[src/rtl/core/clqm_pkg.sv]
`timescale 1ns / 1ps
package clqm_pkg;

  localparam int LINE_SLOTS_DEF = 16;
  localparam int LINE_CHARS_DEF = 32;

  localparam int KEYWORD_COUNT = 6;
  localparam int KEYWORD_MAX   = 12;
  localparam int KW_BITS       = KEYWORD_MAX * 8;
  localparam int POS_W         = $clog2(KEYWORD_MAX);
  localparam int FUNC_W        = 3;

  localparam logic [7:0] CH_LF = 8'h0A;
  localparam logic [7:0] CH_CR = 8'h0D;

  localparam logic CMD_BYTE    = 1'b0;
  localparam logic CMD_PROCESS = 1'b1;

  // Keywords as ASCII bytes, first character in the top byte, zero padded to the right.
  localparam logic [KW_BITS-1:0] KEYWORD_ROM [KEYWORD_COUNT] = '{
    96'h6c65645f616c6c5f6f6e_0000,
    96'h6c65645f616c6c5f6f6666_00,
    96'h6c65645f75705f6f6e_000000,
    96'h6c65645f646f776e5f6f6e_00,
    96'h666c6f7765725f6f6e_000000,
    96'h666c6f7765725f6f6666_0000
  };

  typedef enum logic [1:0] {
    ST_IDLE,
    ST_FETCH,
    ST_CMP,
    ST_DONE
  } state_t;

  // Character of a keyword at a position below KEYWORD_MAX.
  function automatic logic [7:0] kw_char(input logic [FUNC_W-1:0] kw,
                                         input logic [POS_W-1:0] pos);
    logic [KW_BITS-1:0] row;
    row = KEYWORD_ROM[kw];
    return row[KW_BITS - 1 - 8 * int'(pos) -: 8];
  endfunction

endpackage

[src/rtl/core/command_line_queue_matcher.sv]
`timescale 1ns / 1ps
// A byte request, or a process request on an empty queue, gives its result in the cycle
// after acceptance. A process request on a queued line alternates a memory read (ST_FETCH)
// and a pass of the six-way byte comparator (ST_CMP) for each compared character, at most 12
// characters, then reports from ST_DONE. One request at a time; in_stall is high meanwhile.
// Reset (rst, synchronous, active high) clears the slot pointers, fill count, function
// code and output valid; the line memory is not cleared and needs no clearing pass.
module command_line_queue_matcher #(
  parameter int LINE_SLOTS = clqm_pkg::LINE_SLOTS_DEF,
  parameter int LINE_CHARS = clqm_pkg::LINE_CHARS_DEF
) (
  input  logic       clk,
  input  logic       rst,
  input  logic       in_valid,
  output logic       in_stall,
  input  logic       cmd,
  input  logic [7:0] rx_byte,
  output logic       out_valid,
  input  logic       out_stall,
  output logic       line_taken,
  output logic       keyword_matched,
  output logic [2:0] function_code
);

  import clqm_pkg::*;

  localparam int SLOT_W = $clog2(LINE_SLOTS);
  localparam int CHAR_W = $clog2(LINE_CHARS);

  // Control state
  state_t                     state, state_next;
  logic [SLOT_W-1:0]          write_slot;
  logic [SLOT_W-1:0]          read_slot;
  logic [CHAR_W-1:0]          fill_count;
  logic [FUNC_W-1:0]          selected_function;
  logic [POS_W-1:0]           scan_pos;
  logic [KEYWORD_COUNT-1:0]   alive;
  logic                       match_flag;

  // Line memory, one row per slot; rows are always zero terminated before they are read.
  logic [7:0] line_store [LINE_SLOTS][LINE_CHARS];
  logic [7:0] rd_data;

  // Handshake
  logic in_accept;
  logic out_free;
  logic is_eol;
  logic queue_busy;

  // Comparator bank
  logic [KEYWORD_COUNT-1:0] alive_next;
  logic [KEYWORD_COUNT-1:0] hit;
  logic [FUNC_W-1:0]        hit_code;
  logic                     any_hit;

  // Sequencer outputs
  logic load_idle;
  logic load_done;
  logic scan_start;
  logic scan_step;
  logic mem_wr;
  logic [7:0] mem_wdata;

  function automatic logic [SLOT_W-1:0] slot_inc(input logic [SLOT_W-1:0] s);
    return (s == SLOT_W'(LINE_SLOTS - 1)) ? '0 : s + SLOT_W'(1);
  endfunction

  assign out_free   = !out_valid || !out_stall;
  assign in_stall   = (state != ST_IDLE) || !out_free;
  assign in_accept  = in_valid && !in_stall;
  assign is_eol     = (rx_byte == CH_LF) || (rx_byte == CH_CR);
  assign queue_busy = (write_slot != read_slot);

  // Six byte compares against the current position of every keyword still in the race.
  // A keyword wins when its terminating zero meets a zero in the line.
  always_comb begin
    logic [7:0] want;
    hit_code = '0;
    for (int k = KEYWORD_COUNT - 1; k >= 0; k--) begin
      want          = kw_char(FUNC_W'(k), scan_pos);
      alive_next[k] = alive[k] && (rd_data == want) && (want != 8'h00);
      hit[k]        = alive[k] && (rd_data == want) && (want == 8'h00);
      if (hit[k]) begin
        hit_code = FUNC_W'(k);
      end
    end
  end

  assign any_hit = |hit;

  // Next state
  always_comb begin
    state_next = state;
    unique case (state)
      ST_IDLE: begin
        if (in_accept && cmd == CMD_PROCESS && queue_busy) begin
          state_next = ST_FETCH;
        end
      end
      ST_FETCH: state_next = ST_CMP;
      ST_CMP: begin
        if (any_hit || alive_next == '0) begin
          state_next = ST_DONE;
        end else begin
          state_next = ST_FETCH;
        end
      end
      ST_DONE: begin
        if (out_free) begin
          state_next = ST_IDLE;
        end
      end
      default: state_next = ST_IDLE;
    endcase
  end

  // Sequencer outputs
  always_comb begin
    load_idle  = 1'b0;
    load_done  = 1'b0;
    scan_start = 1'b0;
    scan_step  = 1'b0;
    unique case (state)
      ST_IDLE: begin
        if (in_accept) begin
          if (cmd == CMD_PROCESS && queue_busy) begin
            scan_start = 1'b1;
          end else begin
            load_idle = 1'b1;
          end
        end
      end
      ST_FETCH: ;
      ST_CMP:   scan_step = !(any_hit || alive_next == '0);
      ST_DONE:  load_done = out_free;
      default: ;
    endcase
  end

  // Byte path: append a character, or terminate a non-empty line.
  always_comb begin
    mem_wr    = 1'b0;
    mem_wdata = rx_byte;
    if (load_idle && cmd == CMD_BYTE) begin
      if (is_eol) begin
        mem_wr    = (fill_count != '0);
        mem_wdata = 8'h00;
      end else begin
        mem_wr = (fill_count < CHAR_W'(LINE_CHARS - 1));
      end
    end
  end

  always_ff @(posedge clk) begin
    if (mem_wr) begin
      line_store[write_slot][fill_count] <= mem_wdata;
    end
    rd_data <= line_store[read_slot][CHAR_W'(scan_pos)];
  end

  always_ff @(posedge clk) begin
    if (rst) begin
      state             <= ST_IDLE;
      write_slot        <= '0;
      read_slot         <= '0;
      fill_count        <= '0;
      selected_function <= '0;
      scan_pos          <= '0;
      alive             <= '0;
      match_flag        <= 1'b0;
      out_valid         <= 1'b0;
    end else begin
      state <= state_next;

      if (mem_wr) begin
        if (is_eol) begin
          fill_count <= '0;
          write_slot <= slot_inc(write_slot);
        end else begin
          fill_count <= fill_count + CHAR_W'(1);
        end
      end

      if (scan_start) begin
        scan_pos   <= '0;
        alive      <= '1;
        match_flag <= 1'b0;
      end else if (scan_step) begin
        scan_pos <= scan_pos + POS_W'(1);
        alive    <= alive_next;
      end

      // Latch the winning code as soon as the comparator finds it.
      if (state == ST_CMP && any_hit) begin
        selected_function <= hit_code;
        match_flag        <= 1'b1;
      end

      if (load_done) begin
        read_slot <= slot_inc(read_slot);
      end

      if (load_idle || load_done) begin
        out_valid <= 1'b1;
      end else if (!out_stall) begin
        out_valid <= 1'b0;
      end
    end
  end

  // Output payload
  always_ff @(posedge clk) begin
    if (load_idle) begin
      line_taken      <= 1'b0;
      keyword_matched <= 1'b0;
      function_code   <= selected_function;
    end else if (load_done) begin
      line_taken      <= 1'b1;
      keyword_matched <= match_flag;
      function_code   <= selected_function;
    end
  end

  a_match_needs_line : assert property (@(posedge clk) disable iff (rst)
    (out_valid && keyword_matched) |-> line_taken)
    else $error("keyword match reported without a consumed line");

  a_scan_bounded : assert property (@(posedge clk) disable iff (rst)
    (state == ST_CMP) |-> (scan_pos < POS_W'(KEYWORD_MAX)))
    else $error("scan ran past the longest keyword");

  a_scan_has_line : assert property (@(posedge clk) disable iff (rst)
    (state != ST_IDLE) |-> queue_busy)
    else $error("scan running on an empty queue");

  a_fill_bounded : assert property (@(posedge clk) disable iff (rst)
    fill_count <= CHAR_W'(LINE_CHARS - 1))
    else $error("fill count beyond the last character position");

  a_slots_bounded : assert property (@(posedge clk) disable iff (rst)
    (write_slot < SLOT_W'(LINE_SLOTS - 1) || write_slot == SLOT_W'(LINE_SLOTS - 1)) &&
    (read_slot < SLOT_W'(LINE_SLOTS - 1) || read_slot == SLOT_W'(LINE_SLOTS - 1)))
    else $error("slot pointer outside the ring");

endmodule

[config.mk]
export PLATFORM = sky130hd
export DESIGN_NAME = command_line_queue_matcher
export DESIGN_NICKNAME = d
export VERILOG_FILES = /design/src/rtl/core/clqm_pkg.sv /design/src/rtl/core/command_line_queue_matcher.sv
export SDC_FILE = /design/constraint.sdc
export NUM_CORES = 2
export LEC_CHECK = 0
export BUFFER_PORTS_ARGS = -buffer_cell sky130_fd_sc_hd__buf_2
export CORE_MARGIN = 4
export CORE_UTILIZATION = 40
export DETAILED_ROUTE_END_ITERATION = 8
export PLACE_DENSITY_LB_ADDON = 0.05
export SETUP_SLACK_MARGIN = 0.02
export SKIP_LAST_GASP = 1
export SYNTH_ARGS = -nofsm -noshare
export SYNTH_HDL_FRONTEND = slang
export SYNTH_SLANG_ARGS = --single-unit
[constraint.sdc]
create_clock -name clk -period 5.3 [get_ports clk]
set_input_delay 0.53 -clock clk [delete_from_list [all_inputs] [get_ports clk]]
set_output_delay 0.53 -clock clk [all_outputs]
set_load 0.02 [all_outputs]
==> flow_summary.toml <==
[finish]
drive_gt1_share_pct = 29.8
nNetsFinal = 3918
synthToLayoutAreaGrowth_pct = 13.9
fillers = 16800
final_cells = 6772

[synthesis]
synth_nets = 3745
synth_cell_types = 75
seq_area_frac_synth_pct = 75.7
syn_area_per_cell_sq_um = 22.2
synth_ff_type = "edfxtp_1"
ys_warn_count = 0
syn-cell-area_sq_um = 82500
synth_top_area_share_pct = 74.7
ys_top_cells_by_count = "edfxtp_1 (2051), mux4_2 (672), nor2_1 (285), clkbuf_1 (132), nand2_1 (83)"
ys_top_cells_by_area = "edfxtp_1 (75%), mux4_2 (18%), nor2_1 (1.3%)"
synth_enable_flop_cells = 2051
synth.most_common_cell = "edfxtp_1"
ys_seq_elements = 2095
ys_async_sr_fraction_pct = 0
yosysTopAreaCell = "edfxtp_1"
synth_cells = 3721

[cts]
cts_made_buffers = 221
htreeDepth = 4
cts-root-buf = "clkbuf_16"
postCtsSetupBuffers = 0
cts_buffer_depth = 3
clkSinkCount = 2095
clock_latency_ps = 850
cts_tree = "done"
clkTransAtPathRegs_ps = 60

[power_and_ir_drop]
cell_internal_pwr_w = 0.0273
p_clk_share_pct = 45.2
pwr-share-seq_pct = 53.4
cellPowerDensity_nw_per_um2 = 363
p_leak_nw = 27.8
ir_drop_v = 0.000353
swShare_pct = 19.8
combPwrFrac_pct = 1.4
power_switching_w = 0.00675

[worst_setup_path]
required_ps = 5750
r2r-start = "state[0]"
critPathLaunch = "state[0]"
crit_slowest_cell = "nor2_1"
critPathLaunchType = "flop"
path_cells = "a211oi_2, nand2_1, or2_1, nor3_1, nor2_1, nor3_1, nand2_1, nor2_1"
crit_family = "simple AND/OR/NAND/NOR gates"
cpPeakStageDelay_ps = 820
critical_path_peak_fanout = 16
cp.arrival_ps = 4950
worstSetupEndpointType = "flop"
cp_num_buf_inv = 0
critPathKind = "reg2reg"

[global_routing]
grt_pass1_wl_um = 322000
grt_pass1_vias = 40700
track_usage_pct = 21.3
grt_overflow = 0
grt_max_degree = 177
antenna_found_initial = 15

[die]
fp.dieArea_sq_um = 214000
start_util_pct = 40.3
die_w_um = 462
die_h_um = 462
boundaryPins = 20
core_area_sq_um = 205000
rows = 166

[timing]
setup_tns_ps = 0
finalHoldViolations = 0
skew_ps = 30.1
slew_headroom_pct = 12.0
fmax_ghz = 0.222
finalCriticalPeriod_ps = 4500
finalSetupViolCount = 0
tightest_slew_ps = 1320
report.final.slew_viol_count = 0
rsz0062_at_grt = "false"
worst_slack_ps = 801
timing.final.crit_share_pct = 84.9

[min_path]
worstHoldPathType = "in2reg"
min_from = "rx_byte[4]"

[place]
gp_congestion = 0.851
pre_cts_slack_ps = 95.3
dp.cells = 6358
dp.final_hpwl_um = 136000
numPortBuffers = 19

[routing]
drt-initial-drc-count = 4605
drc_errors = 0
viasPerCell = 5.83
firstDrtPassIters = 5
detail_route.wl_per_cell_um = 33.3
detail-route-antenna-nets = 0
wirelength_um = 226000
vias = 39500

[flow_run]
cap_violations = 0

[run_status]
status = "complete, no violations"
## per-layer routing
metal  track usage [%]  vias to the layer above  wire [um]
li1                  -                    16100          -
met3              3.41                      281      14000
met1              31.1                    21500      98800
met2              34.0                     1596     108000
met5                 0                        -         34
met4              5.06                        6       4890
## stage by stage
step | power, W | util, % | hold WS (ps) | cell area, sq um
6_report | 0.0341 | 45.9 | 75.0 | 94000
5_1_grt | 0.0352 | 45.9 | 36.7 | 94000
4_1_cts | 0.0344 | 45.9 | 0.813 | 94000
3_5_place_dp | 0.0190 | 42.3 | 415 | 86700
3_3_place_gp | 0.0190 | 42.3 | 414 | 86700
2_1_floorplan | 0.0188 | - | 402 | 82500
## power by group through the flow
stage | logic (W) | clock network (W) | registers, W
after floorplan | 0.000182 | 0 | 0.0186
after detailed placement | 0.000485 | 0 | 0.0185
final | 0.000465 | 0.0154 | 0.0182
after CTS | 0.000483 | 0.0158 | 0.0182
after global routing | 0.000500 | 0.0165 | 0.0182
after global placement | 0.000479 | 0 | 0.0185
## flip-flops by register name, indices dropped and copies added (netlist names), named ones only
signal,count
scan_pos,4
out_valid,1
function_code,3
match_flag,1
read_slot,4
line_store,2048
fill_count,5
selected_function,3
line_taken,1
write_slot,4
rd_data,8
keyword_matched,1
alive,6
state,2
## cell families (layout without fill, tap and decap cells)
family / after synthesis / count (layout) / synth area share (%)
AO/OA/AOI/OAI: 154 / 154 / 1.33
XOR/XNOR: 25 / 25 / 0.265
adder cells (fa/ha/maj): 11 / 11 / 0.167
buffers and inverters: 248 / 607 / 1.23
flip-flops: 2095 / 2095 / 75.7
multiplexers: 680 / 680 / 18.4
other: 0 / 4 / 0
AND/OR/NAND/NOR: 508 / 508 / 2.81
## area by class of cell
type,instances,area (sq um),area share (%)
clock inverters,126,1190,1.26
well taps,2688,3360,3.58
multi-input cells,1378,19100,20.3
repair buffers,179,1690,1.80
clock buffers,283,6080,6.47
flip-flops and latches,2095,62500,66.5
diodes,4,10.0,0.0107
inverters,19,71.3,0.0759
## path summary, 6_finish.rpt
| kind | end | slack, ps | cells after the start |
|---|---|---|---|
| setup / recovery | line_store[5][150] | 800 | 8 |
| hold / removal | line_store[1][236] | 70 | 1 |
| setup reg to reg | line_store[5][150] | 800 | 8 |
| hold reg to reg | function_code[1] | 430 | 0 |
## timing repair
| item | 4_1_cts | 5_1_grt |
|---|---|---|
| resized for setup | 0 | 0 |
| hold buffers | 1 | 0 |
| endpoints found under the hold margin | 1 | 0 |
## cells in the final DEF, fill, tap and decap left out, drive strengths merged, types with 5 or more instances in the layout
master	netlist	routed
xnor2	11	11
a211oi	8	8
and3b	6	6
buf	97	178
dfxtp	44	44
nor2b	15	15
o211ai	5	5
clkbuf	132	283
o311ai	8	8
nor2	285	285
bufinv	0	21
xor2	14	14
nand2	84	84
mux2i	7	7
a21oi	31	31
nor4	12	12
o21ai	28	28
ha	11	11
a2111oi	5	5
clkinvlp	0	7
a22oi	18	18
or3	8	8
mux4	672	672
inv	17	24
a31oi	7	7
nand2b	13	13
o31ai	7	7
edfxtp	2051	2051
a311oi	7	7
o2111ai	5	5
nand3	18	18
clkinv	2	93
nor3	21	21
and2	8	8
or2	5	5
Note: power is estimated with default switching activity, not from simulation.
